### src/rtl/lat_pkg.sv
// Types, register offsets and helper functions of the local APIC timer.
// No dependencies; used by the interfaces, the design modules and the bench.
package lat_pkg;

  localparam int unsigned CountWidth = 32;  // timer counter width, 8 to 32
  localparam int unsigned DataWidth  = 32;
  localparam int unsigned OfsWidth   = 10;
  localparam int unsigned PreWidth   = 7;
  localparam int unsigned VecWidth   = 8;

  // Register byte offsets in the APIC page
  localparam logic [OfsWidth-1:0] OfsTpr  = 10'h080;
  localparam logic [OfsWidth-1:0] OfsLvt  = 10'h320;
  localparam logic [OfsWidth-1:0] OfsInit = 10'h380;
  localparam logic [OfsWidth-1:0] OfsCur  = 10'h390;
  localparam logic [OfsWidth-1:0] OfsDiv  = 10'h3E0;

  // LVT timer bit positions
  localparam int unsigned LvtMaskBit     = 16;
  localparam int unsigned LvtPeriodicBit = 17;

  typedef enum logic [1:0] {
    OpTick  = 2'd0,
    OpWrite = 2'd1,
    OpRead  = 2'd2
  } op_e;

  typedef struct packed {
    op_e                 opcode;
    logic [OfsWidth-1:0] reg_offset;
    logic [DataWidth-1:0] write_data;
  } lat_in_t;

  typedef struct packed {
    logic [DataWidth-1:0] read_data;
    logic                 interrupt_pulse;
    logic [VecWidth-1:0]  interrupt_vector;
  } lat_out_t;

  // Prescaler bits that must all be set for a divide boundary.
  // Select is {b3,b1,b0} of the divide configuration.
  function automatic logic [PreWidth-1:0] div_mask(input logic [3:0] code);
    logic [2:0] sel;
    logic [PreWidth-1:0] m;
    sel = {code[3], code[1:0]};
    case (sel)
      3'd0:    m = 7'h01;   // /2
      3'd1:    m = 7'h03;   // /4
      3'd2:    m = 7'h07;   // /8
      3'd3:    m = 7'h0F;   // /16
      3'd4:    m = 7'h1F;   // /32
      3'd5:    m = 7'h3F;   // /64
      3'd6:    m = 7'h7F;   // /128
      default: m = 7'h00;   // /1, every tick
    endcase
    return m;
  endfunction

endpackage

### src/rtl/lat_if.sv
// Valid/ready channel interfaces of the local APIC timer.
// Depends on lat_pkg for the payload structs.
interface lat_in_if;
  import lat_pkg::*;
  logic    valid;
  logic    ready;
  lat_in_t data;
  modport source (output valid, output data, input ready);
  modport sink   (input valid, input data, output ready);
endinterface

interface lat_out_if;
  import lat_pkg::*;
  logic     valid;
  logic     ready;
  lat_out_t data;
  modport source (output valid, output data, input ready);
  modport sink   (input valid, input data, output ready);
endinterface

### src/rtl/local_apic_timer_core.sv
// Channel    | Dir | Payload                                 | Transaction
// in_i       | in  | opcode, reg_offset, write_data          | tick, write or read
// out_o      | out | read_data, interrupt_pulse, int. vector | one per input
//
// One transaction per cycle sustained while out_o is ready; each result is computed
// from the input register, held in the result register and offered on out_o from there.
// The rate is set by the update loop of the timer state registers.
// Reset (rst_ni low, async) empties both registers and sets the LVT masked.
// A stalled out_o holds its result; in_i keeps accepting until both registers
// are full.
// Top level of the local APIC timer; depends on lat_pkg, lat_if and the lat_ modules.
module local_apic_timer_core (
  input  logic      clk_i,
  input  logic      rst_ni,
  lat_in_if.sink    in_i,
  lat_out_if.source out_o
);
  import lat_pkg::*;

  logic     item_valid;
  lat_in_t  item;
  lat_out_t result;
  logic     out_free;
  logic     advance;

  // Held item executes when the result register has room
  assign advance = item_valid && out_free;

  lat_in_stage u_in_stage (
    .clk_i        (clk_i),
    .rst_ni       (rst_ni),
    .in_i         (in_i),
    .advance_i    (advance),
    .item_valid_o (item_valid),
    .item_o       (item)
  );

  lat_timer_regs u_timer_regs (
    .clk_i     (clk_i),
    .rst_ni    (rst_ni),
    .advance_i (advance),
    .item_i    (item),
    .result_o  (result)
  );

  lat_out_stage u_out_stage (
    .clk_i    (clk_i),
    .rst_ni   (rst_ni),
    .out_o    (out_o),
    .load_i   (advance),
    .result_i (result),
    .free_o   (out_free)
  );
endmodule

### src/rtl/lat_in_stage.sv
// Input register of the local APIC timer: holds one accepted transaction.
// Depends on lat_pkg and lat_in_if.
module lat_in_stage (
  input  logic             clk_i,
  input  logic             rst_ni,
  lat_in_if.sink           in_i,
  input  logic             advance_i,
  output logic             item_valid_o,
  output lat_pkg::lat_in_t item_o
);
  import lat_pkg::*;

  logic    valid_q, valid_d;
  lat_in_t item_q;
  logic    take;

  // Free when empty or when the held item moves on this cycle
  assign in_i.ready = !valid_q || advance_i;
  assign take       = in_i.valid && in_i.ready;
  assign valid_d    = take || (valid_q && !advance_i);

  always_ff @(posedge clk_i or negedge rst_ni) begin
    if (!rst_ni) begin
      valid_q <= 1'b0;
    end else begin
      valid_q <= valid_d;
    end
  end

  // Payload, no reset
  always_ff @(posedge clk_i) begin
    if (take) begin
      item_q <= in_i.data;
    end
  end

  assign item_valid_o = valid_q;
  assign item_o       = item_q;
endmodule

### src/rtl/lat_timer_regs.sv
// Register file, prescaler and down counter of the local APIC timer.
// Executes one tick, write or read per advance; depends on lat_pkg.
module lat_timer_regs (
  input  logic              clk_i,
  input  logic              rst_ni,
  input  logic              advance_i,
  input  lat_pkg::lat_in_t  item_i,
  output lat_pkg::lat_out_t result_o
);
  import lat_pkg::*;

  logic [CountWidth-1:0] init_q, init_d;
  logic [CountWidth-1:0] cur_q, cur_d;
  logic [3:0]            div_q, div_d;
  logic [PreWidth-1:0]   pre_q, pre_d;
  logic [VecWidth-1:0]   vec_q, vec_d;
  logic                  masked_q, masked_d;
  logic                  periodic_q, periodic_d;
  logic [7:0]            tpr_q, tpr_d;

  logic [PreWidth-1:0]   mask;
  logic                  boundary;
  logic                  running;
  logic                  expire;

  // Divide boundary and expiry, from state before this tick
  assign mask     = div_mask(div_q);
  assign boundary = (pre_q & mask) == mask;
  assign running  = cur_q != '0;
  assign expire   = boundary && (cur_q == CountWidth'(1));

  // Next state and result
  always_comb begin
    init_d     = init_q;
    cur_d      = cur_q;
    div_d      = div_q;
    pre_d      = pre_q;
    vec_d      = vec_q;
    masked_d   = masked_q;
    periodic_d = periodic_q;
    tpr_d      = tpr_q;
    result_o   = '0;
    case (item_i.opcode)
      OpTick: begin
        pre_d = pre_q + PreWidth'(1);
        if (boundary && running) begin
          if (expire) begin
            cur_d = periodic_q ? init_q : '0;
            result_o.interrupt_pulse  = !masked_q;
            result_o.interrupt_vector = masked_q ? '0 : vec_q;
          end else begin
            cur_d = cur_q - CountWidth'(1);
          end
        end
      end
      OpWrite: begin
        case (item_i.reg_offset)
          OfsTpr: tpr_d = item_i.write_data[7:0];
          OfsLvt: begin
            vec_d      = item_i.write_data[VecWidth-1:0];
            masked_d   = item_i.write_data[LvtMaskBit];
            periodic_d = item_i.write_data[LvtPeriodicBit];
          end
          OfsInit: begin
            init_d = item_i.write_data[CountWidth-1:0];
            cur_d  = item_i.write_data[CountWidth-1:0];
            pre_d  = '0;
          end
          OfsDiv: div_d = {item_i.write_data[3], 1'b0, item_i.write_data[1:0]};
          default: ;  // current count and unknown offsets ignore writes
        endcase
      end
      OpRead: begin
        case (item_i.reg_offset)
          OfsTpr:  result_o.read_data = DataWidth'(tpr_q);
          OfsLvt:  result_o.read_data = {14'd0, periodic_q, masked_q, 8'd0, vec_q};
          OfsInit: result_o.read_data = DataWidth'(init_q);
          OfsCur:  result_o.read_data = DataWidth'(cur_q);
          OfsDiv:  result_o.read_data = DataWidth'(div_q);
          default: result_o.read_data = '0;
        endcase
      end
      default: ;  // unknown opcode: no effect, zero result
    endcase
  end

  always_ff @(posedge clk_i or negedge rst_ni) begin
    if (!rst_ni) begin
      init_q     <= '0;
      cur_q      <= '0;
      div_q      <= '0;
      pre_q      <= '0;
      vec_q      <= '0;
      masked_q   <= 1'b1;
      periodic_q <= 1'b0;
      tpr_q      <= '0;
    end else if (advance_i) begin
      init_q     <= init_d;
      cur_q      <= cur_d;
      div_q      <= div_d;
      pre_q      <= pre_d;
      vec_q      <= vec_d;
      masked_q   <= masked_d;
      periodic_q <= periodic_d;
      tpr_q      <= tpr_d;
    end
  end
endmodule

### src/rtl/lat_out_stage.sv
// Result register of the local APIC timer, holds a result until taken.
// Depends on lat_pkg and lat_out_if.
module lat_out_stage (
  input  logic              clk_i,
  input  logic              rst_ni,
  lat_out_if.source         out_o,
  input  logic              load_i,
  input  lat_pkg::lat_out_t result_i,
  output logic              free_o
);
  import lat_pkg::*;

  logic     valid_q, valid_d;
  lat_out_t data_q;

  // Room when empty or when the held result is taken this cycle
  assign free_o  = !valid_q || out_o.ready;
  assign valid_d = load_i || (valid_q && !out_o.ready);

  always_ff @(posedge clk_i or negedge rst_ni) begin
    if (!rst_ni) begin
      valid_q <= 1'b0;
    end else begin
      valid_q <= valid_d;
    end
  end

  always_ff @(posedge clk_i) begin
    if (load_i) begin
      data_q <= result_i;
    end
  end

  assign out_o.valid = valid_q;
  assign out_o.data  = data_q;
endmodule

### src/flat_wrapper.sv
// flat-port wrapper written by rule: the top's interface ports become plain ports
module local_apic_timer_core_flat import lat_pkg::*;
  (clk_i, rst_ni, in_i_valid, in_i_data, in_i_ready, out_o_valid, out_o_data, out_o_ready);
  lat_in_if in_i_i ();
  lat_out_if out_o_i ();
  input  logic clk_i;
  input  logic rst_ni;
  input wire logic [$bits(in_i_i.valid)-1:0] in_i_valid;
  input wire logic [$bits(in_i_i.data)-1:0] in_i_data;
  output wire logic [$bits(in_i_i.ready)-1:0] in_i_ready;
  output wire logic [$bits(out_o_i.valid)-1:0] out_o_valid;
  output wire logic [$bits(out_o_i.data)-1:0] out_o_data;
  input wire logic [$bits(out_o_i.ready)-1:0] out_o_ready;
  assign in_i_i.valid = in_i_valid;
  assign in_i_i.data = in_i_data;
  assign in_i_ready = in_i_i.ready;
  assign out_o_valid = out_o_i.valid;
  assign out_o_data = out_o_i.data;
  assign out_o_i.ready = out_o_ready;
  local_apic_timer_core u_core (.clk_i(clk_i), .rst_ni(rst_ni), .in_i(in_i_i), .out_o(out_o_i));
endmodule
### config.mk
export PLATFORM = sky130hd
export DESIGN_NAME = local_apic_timer_core_flat
export DESIGN_NICKNAME = d
export VERILOG_FILES = /design/src/rtl/lat_pkg.sv /design/src/rtl/lat_if.sv /design/src/rtl/local_apic_timer_core.sv /design/src/rtl/lat_in_stage.sv /design/src/rtl/lat_timer_regs.sv /design/src/rtl/lat_out_stage.sv /design/src/flat_wrapper.sv
export SDC_FILE = /design/constraint.sdc
export NUM_CORES = 1
export LEC_CHECK = 0
export BUFFER_PORTS_ARGS = -buffer_cell sky130_fd_sc_hd__buf_2
export CAP_MARGIN = 5
export CORE_MARGIN = 2
export CORE_UTILIZATION = 50
export CTS_BUF_LIST = sky130_fd_sc_hd__clkbuf_8 sky130_fd_sc_hd__clkbuf_16
export CTS_CLUSTER_SIZE = 40
export DETAILED_ROUTE_END_ITERATION = 6
export MAX_ROUTING_LAYER = met4
export PLACE_DENSITY_LB_ADDON = 0.08
export SLEW_MARGIN = 20
export SYNTH_ARGS = -nofsm -noshare
export SYNTH_HDL_FRONTEND = slang
export SYNTH_SLANG_ARGS = --single-unit
### constraint.sdc
create_clock -name clk_i -period 3.9 [get_ports clk_i]
set_input_delay 0.78 -clock clk_i [delete_from_list [all_inputs] [get_ports clk_i]]
set_output_delay 0.78 -clock clk_i [all_outputs]
set_load 0.02 [all_outputs]
# [Word-level counts from Yosys, hierarchy flattened]
# Index checks and enable logic that the tools add are counted.
[op_classes] addsub=2 n_eq_ne=17 mux=9 n_bitwise=4 n_reduce_logical=27
[op_table] op="case mux 32 bit (5 select lines)" n=1
[op_table] op="two-way mux 32 bit" n=4
[op_table] op="case mux 32 bit (2 select lines)" n=1
[op_table] op="case mux 7 bit (7 select lines)" n=1
[op_table] op="equality test 10 bit, second input constant" n=4
[op_table] op="equality test 32 x 1 -> 1 bit, second input constant" n=1
[op_table] op="nonzero test 32 bit" n=1
[op_table] op="subtractor 32 x 1 -> 32 bit, second input constant" n=1
[op_table] op="AND reduction 3 bit" n=6
[op_table] op="case mux 7 bit (2 select lines)" n=1
[op_table] op="equality test 10 x 8 -> 1 bit, second input constant" n=1
[op_table] op="equality test 3 bit, second input constant" n=3
[op_table] op="adder 7 x 1 -> 7 bit, second input constant" n=1
[op_table] op="AND 7 bit" n=1
[op_table] op="equality test 7 bit" n=1
[op_table] op="two-way mux 7 bit" n=1
[op_table] op="equality test 3 x 2 -> 1 bit, second input constant" n=2
[op_table] op="logical AND 1 bit" n=6
[op_table] op="zero test 1 bit" n=5
[op_table] op="logical OR 1 bit" n=4
[op_table] op="inequality test 2 bit, second input constant" n=2
[op_table] op="AND reduction 4 bit" n=1
[op_table] op="OR reduction 4 bit" n=1
[op_table] op="equality test 3 x 1 -> 1 bit, second input constant" n=1
[op_table] op="6 further kinds" n=8
[totals] reg_bits=179 input_bits=48 elab_cells=75

# [Longest topological paths before layout]
[logic_depth] depth_word=8 ltp_mapped=11 depth_no_buf=9

# [Modules after synthesis]
# A second synthesis with hierarchy kept.
[hier_totals] cells_unflattened=721 hier_area_um2=8305.5
[by_module_without_submodules] mod="lat_timer_regs" instances=1 cells_each=628 area_per_inst_um2=5645.4 seq_area_each_um2=2303.5
[by_module_without_submodules] mod="lat_in_stage" instances=1 cells_each=48 area_per_inst_um2=1375.1 seq_area_each_um2=1346.3
[by_module_without_submodules] mod="lat_out_stage" instances=1 cells_each=44 area_per_inst_um2=1278.7 seq_area_each_um2=1256.2
[by_module_without_submodules] mod="local_apic_timer_core" instances=1 cells_each=1 area_per_inst_um2=6.3 seq_area_each_um2=0.0

# [Least setup slack after synthesis]
# Ideal clock, no wire load.
[synth_timing] path_type="in2reg" start="input port out_o_ready" end="register u_core.u_timer_regs.init_q[26]" setup_ps=125 arrival_time_ps=3280 t_required_ps=3775 slack_ps=496 cell_stages=7 cell_sequence="nand2b_1 > nand2_1 > inv_1 > nand2_1 > nor2_1 > clkbuf_1 > mux2_2"
[synth_via] elab_chain_cells=3
[synth_rtl] element="start, declared" line_no="flat_wrapper.sv:13" rtl="input wire logic [$bits(out_o_i.ready)-1:0] out_o_ready;"
[synth_rtl] element="logical OR 1 bit" line_no="lat_out_stage.sv:17" rtl="assign free_o = !valid_q || out_o.ready;"
[synth_rtl] element="logical AND 1 bit" line_no="local_apic_timer_core.sv:27" rtl="assign advance = item_valid && out_free;"
[synth_rtl] element="via u_core.advance" line_no="local_apic_timer_core.sv:24" rtl="logic advance;"
[synth_rtl] element="AND reduction 3 bit (no source line)"
[synth_rtl] element="end signal, assigned" line_no="lat_timer_regs.sv:98" rtl="init_q <= init_d;"
[synth_rtl] element="end, declared" line_no="lat_timer_regs.sv:12" rtl="logic [CountWidth-1:0] init_q, init_d;"
# The timed path passes the listed nets, and every way through them passes these cells.
# A chain may end at the register's enable or synchronous reset.

# [Worst setup path in the final report]
[layout_timing] start="register u_core.u_timer_regs.cur_q[13]" end="register u_core.u_timer_regs.cur_q[15]"
[layout_via] elab_chain_cells=5 word_cells_on_any_way=10
[layout_rtl] element="start, declared" line_no="lat_timer_regs.sv:13" rtl="logic [CountWidth-1:0] cur_q, cur_d;"
[layout_rtl] element="start signal, assigned" line_no="lat_timer_regs.sv:99" rtl="cur_q <= cur_d;"
[layout_rtl] element="parallel branches: the longest is 5 deep, another holds subtractor 32 x 1 -> 32 bit"
# Several ways; the timed one is not identified. The select of a mux whose other input is x is not followed.

==> impl_metrics.csv <==
group,metric,value,unit
run_status,status,"finished clean",
pwr,p_comb_share,15.4,%
pwr,power.total,4910,uW
global_routing,grt_util_all_layers,23.3,%
routing,ant_nets,0,
pwr,p_leak,0.00379,uW
global_routing,use_met3,3.67,%
layout,multi_input_area,3070,sq um
sta,tightest_slew,994,ps
routing,viasPerCell,5.89,
global_routing,grt_pass1_vias,5964,
cts,clk_pin_slew,60,ps
layout,layout.cells.non_filler,1003,
layout,drive_gt1_share,26.0,%
sta,fin_ws,728,ps
floorplan,rows,46,
layout,final-seq-area,4910,sq um
layout,area_delta_synth_final,16.1,%
layout,n_fill_cell,1292,
cts,clockRootBuffer,"clkbuf_16",
cts,htree_levels,4,
placed_design,dp_cells,971,
worst_setup_path,cp-start-kind,"register",
floorplan,io_pins,91,
worst_setup_path,cp-startpoint,"u_core.u_timer_regs.cur_q[13]$_DFFE_PN0P_",
worst_setup_path,arrival,3470,ps
floorplan,fp.dieH,132,um
cts,cts_resized,0,
routing,drc_errors,0,
worst_setup_path,worstPathMaxFanout,50,
logic_synthesis,synthCells,690,
sta,drv_slew,0,
pwr,swShare,28.0,%
global_routing,grt_pass1_wl,31.2,mm
cts,cts.path.max_buffers,2,
worst_setup_path,end_kind,"register",
logic_synthesis,yosys_warnings,0,
sta,rsz0062_at_grt,"no",
placed_design,gp_congestion,0.838,
pwr,power.internal,3540,uW
worst_setup_path,rr_worst_depth,8,
sta,finalSetupViolations,0,
worst_hold_path,worst_hold_path_type,"in2async",
layout,fin_area,9450,sq um
logic_synthesis,ys_types,57,
floorplan,core_area,15900,sq um
cts,cts_sinks,179,
sta,period_share,81.3,%
logic_synthesis,seq_area_frac_synth,60.3,%
cts,cts_buffers,17,
placed_design,post-dp-hpwl,12.1,mm
worst_setup_path,timing.rr.end,"u_core.u_timer_regs.cur_q[15]$_DFFE_PN0P_",
pwr,p_clk_share,34.6,%
layout,insertedDiodeCount,0,
pwr,net-switching-power,1370,uW
sta,fin_setup_tns,0,ps
routing,vias,5908,
cts,tritoncts,"done",
logic_synthesis,ys_ff_latch,179,
worst_setup_path,crit_type,"reg2reg",
sta,period_needed,3170,ps
worst_setup_path,reg2reg_setup_slack,730,ps
cts,cts_setup_buffers,0,
worst_setup_path,crit_path_end,"u_core.u_timer_regs.cur_q[15]$_DFFE_PN0P_",
run,drv_cap,0,
pwr,ir_drop,0.000329,V
sta,hold_viol_final,0,
cts,holdBufCountCts,0,
placed_design,portBuffers,90,
logic_synthesis,synth_top_flop_cell,"dfrtp_1",
pwr,seqPwrFrac,50.1,%
logic_synthesis,synth_nets,742,
routing,drt_first_iter_violations,551,
cts,clock_latency,420,ps
placed_design,place_ws,792,ps
logic_synthesis,synthesis.area,8140,sq um
logic_synthesis,synth_edf_count,85,
global_routing,grt_use_met1,30.9,%
routing,wl_per_cell,19.0,um
pwr,power_density,519,nW/um^2
worst_setup_path,r2r-start,"u_core.u_timer_regs.cur_q[13]$_DFFE_PN0P_",
worst_setup_path,required,4200,ps
global_routing,grt_overflow,0,
global_routing,grt.busiest_layer,"met2",
layout,layout.nets,826,
floorplan,initial_core_util,51.2,%
logic_synthesis,syn_avg_cell_area,11.8,sq um
floorplan,die_w,132,um
global_routing,grt_use_met2,36.7,%
global_routing,antenna_found_initial,0,
floorplan,die-area,17300,sq um
sta,clock.fmax,315,MHz
sta,slew_headroom,33.7,%
logic_synthesis,async_flop_share,52.5,%
global_routing,grt_max_degree,57,
routing,wl,19.1,mm
placed_design,place_area,8860,sq um
routing,drt-pass1-iter-count,5,
sta,fin_skew,9.10,ps
[worst max-delay path, stage by stage, from the launching register on]
cell      delay, ps
dfrtp_1         430
or4_4           550
or3_1           500
nor4_4          350
and3b_2         430
buf_12          270
nor2_1           80
a311oi_1        310
o21ai_1         110
[flip-flops by register name, summed over array words and instances, names as in the netlist]
signal / cells
u_core.u_in_stage.item_o: 44
u_core.u_in_stage.item_valid_o: 1
u_core.u_out_stage.out_o.data: 41
u_core.u_out_stage.out_o.valid: 1
u_core.u_timer_regs.cur_q: 32
u_core.u_timer_regs.div_q: 3
u_core.u_timer_regs.init_q: 32
u_core.u_timer_regs.masked_q: 1
u_core.u_timer_regs.periodic_q: 1
u_core.u_timer_regs.pre_q: 7
u_core.u_timer_regs.tpr_q: 8
u_core.u_timer_regs.vec_q: 8
[worst min path at each step]
stage,depth (start not counted),to
3_3_place_gp,1,u_core.u_out_stage.out_o.valid$_DFF_PN0_
6_report,1,u_core.u_out_stage.out_o.valid$_DFF_PN0_
4_1_cts,1,u_core.u_timer_regs.div_q[0]$_DFFE_PN0P_
5_1_grt,1,u_core.u_out_stage.out_o.valid$_DFF_PN0_
3_5_place_dp,1,u_core.u_out_stage.out_o.valid$_DFF_PN0_
2_1_floorplan,1,u_core.u_out_stage.out_o.valid$_DFF_PN0_
[power groups by stage]
stage	sequential (uW)	combinational [uW]	clock, uW
finish	2460	755	1700
global route	2490	854	1800
CTS	2450	758	1710
global placement	2480	720	0
floorplan	2440	546	0
detailed placement	2490	750	0
[placed cells by master (no fill, tap or decap), types with 3 or more instances in the layout]
cell type / instances
dfrtp_1: 92
buf_2: 89
edfxtp_1: 85
nor2_1: 79
mux2_2: 53
o21ai_0: 45
nand2_1: 43
a21oi_1: 30
a22oi_1: 25
nor3_1: 19
a311oi_1: 18
clkbuf_16: 18
xor2_1: 15
buf_4: 15
xnor2_1: 14
nand3_1: 11
o21ai_1: 11
inv_1: 10
a222oi_1: 10
and2_1: 9
and3_1: 8
nand4_1: 7
nand2b_1: 6
nor4_1: 6
or3_1: 5
ha_1: 4
nor2_2: 3
a211oi_1: 3
a31oi_1: 3
or4_1: 3
o31ai_1: 3
clkinv_2: 3
clkbuf_8: 3
[synthesized netlist by cell type, types with 6 or more instances]
| cell type | number | area, sq um |
|---|---|---|
| dfrtp_1 | 93 | 2330 |
| edfxtp_1 | 85 | 2550 |
| nor2_1 | 82 | 308 |
| mux2_2 | 53 | 597 |
| o21ai_0 | 45 | 225 |
| nand2_1 | 43 | 161 |
| a21oi_1 | 30 | 150 |
| a22oi_1 | 25 | 188 |
| clkbuf_1 | 25 | 93.8 |
| nor3_1 | 19 | 95.1 |
| a311oi_1 | 18 | 158 |
| xor2_1 | 15 | 131 |
| xnor2_1 | 14 | 123 |
| buf_2 | 13 | 65.1 |
| nand3_1 | 11 | 55.1 |
| o21ai_1 | 11 | 55.1 |
| a222oi_1 | 10 | 100 |
| and2_1 | 10 | 62.6 |
| and3_1 | 8 | 50.1 |
| nand4_1 | 7 | 43.8 |
| nand2b_1 | 6 | 37.5 |
| nor4_1 | 6 | 37.5 |
[metal layers]
layer	share of wire, %	vias up
met1	45	2939
li1	-	2741
met5	0	-
met2	48	197
met3	5.0	31
met4	2.0	0
[stage by stage]
step | util (%) | hold WS [ps]
global route | 59.5 | 485
floorplan | - | 457
global placement | 55.8 | 477
finish | 59.5 | 417
detailed placement | 55.8 | 495
CTS | 59.5 | 452
[logic make-up (layout without fill, tap and decap cells)]
group	Yosys count	count (layout)	share of synthesized area [%]
XOR/XNOR	29	29	3.12
AND/OR/NAND/NOR	217	217	13.1
multiplexers	53	53	7.33
AO/OA/AOI/OAI	162	162	13.0
flip-flops	179	179	60.3
buffers and inverters	46	143	2.51
adder cells (fa/ha/maj)	4	4	0.615
[cell type report]
type | count | area share [%]
Clock buffer | 21 | 5.20
Clock inverter | 11 | 1.03
Inverter | 5 | 0.199
Multi-Input combinational cell | 465 | 32.5
Sequential cell | 179 | 51.9
Tap cell | 216 | 2.86
Timing Repair Buffer | 106 | 6.33
No activity file was read; power rests on OpenSTA's default activity.
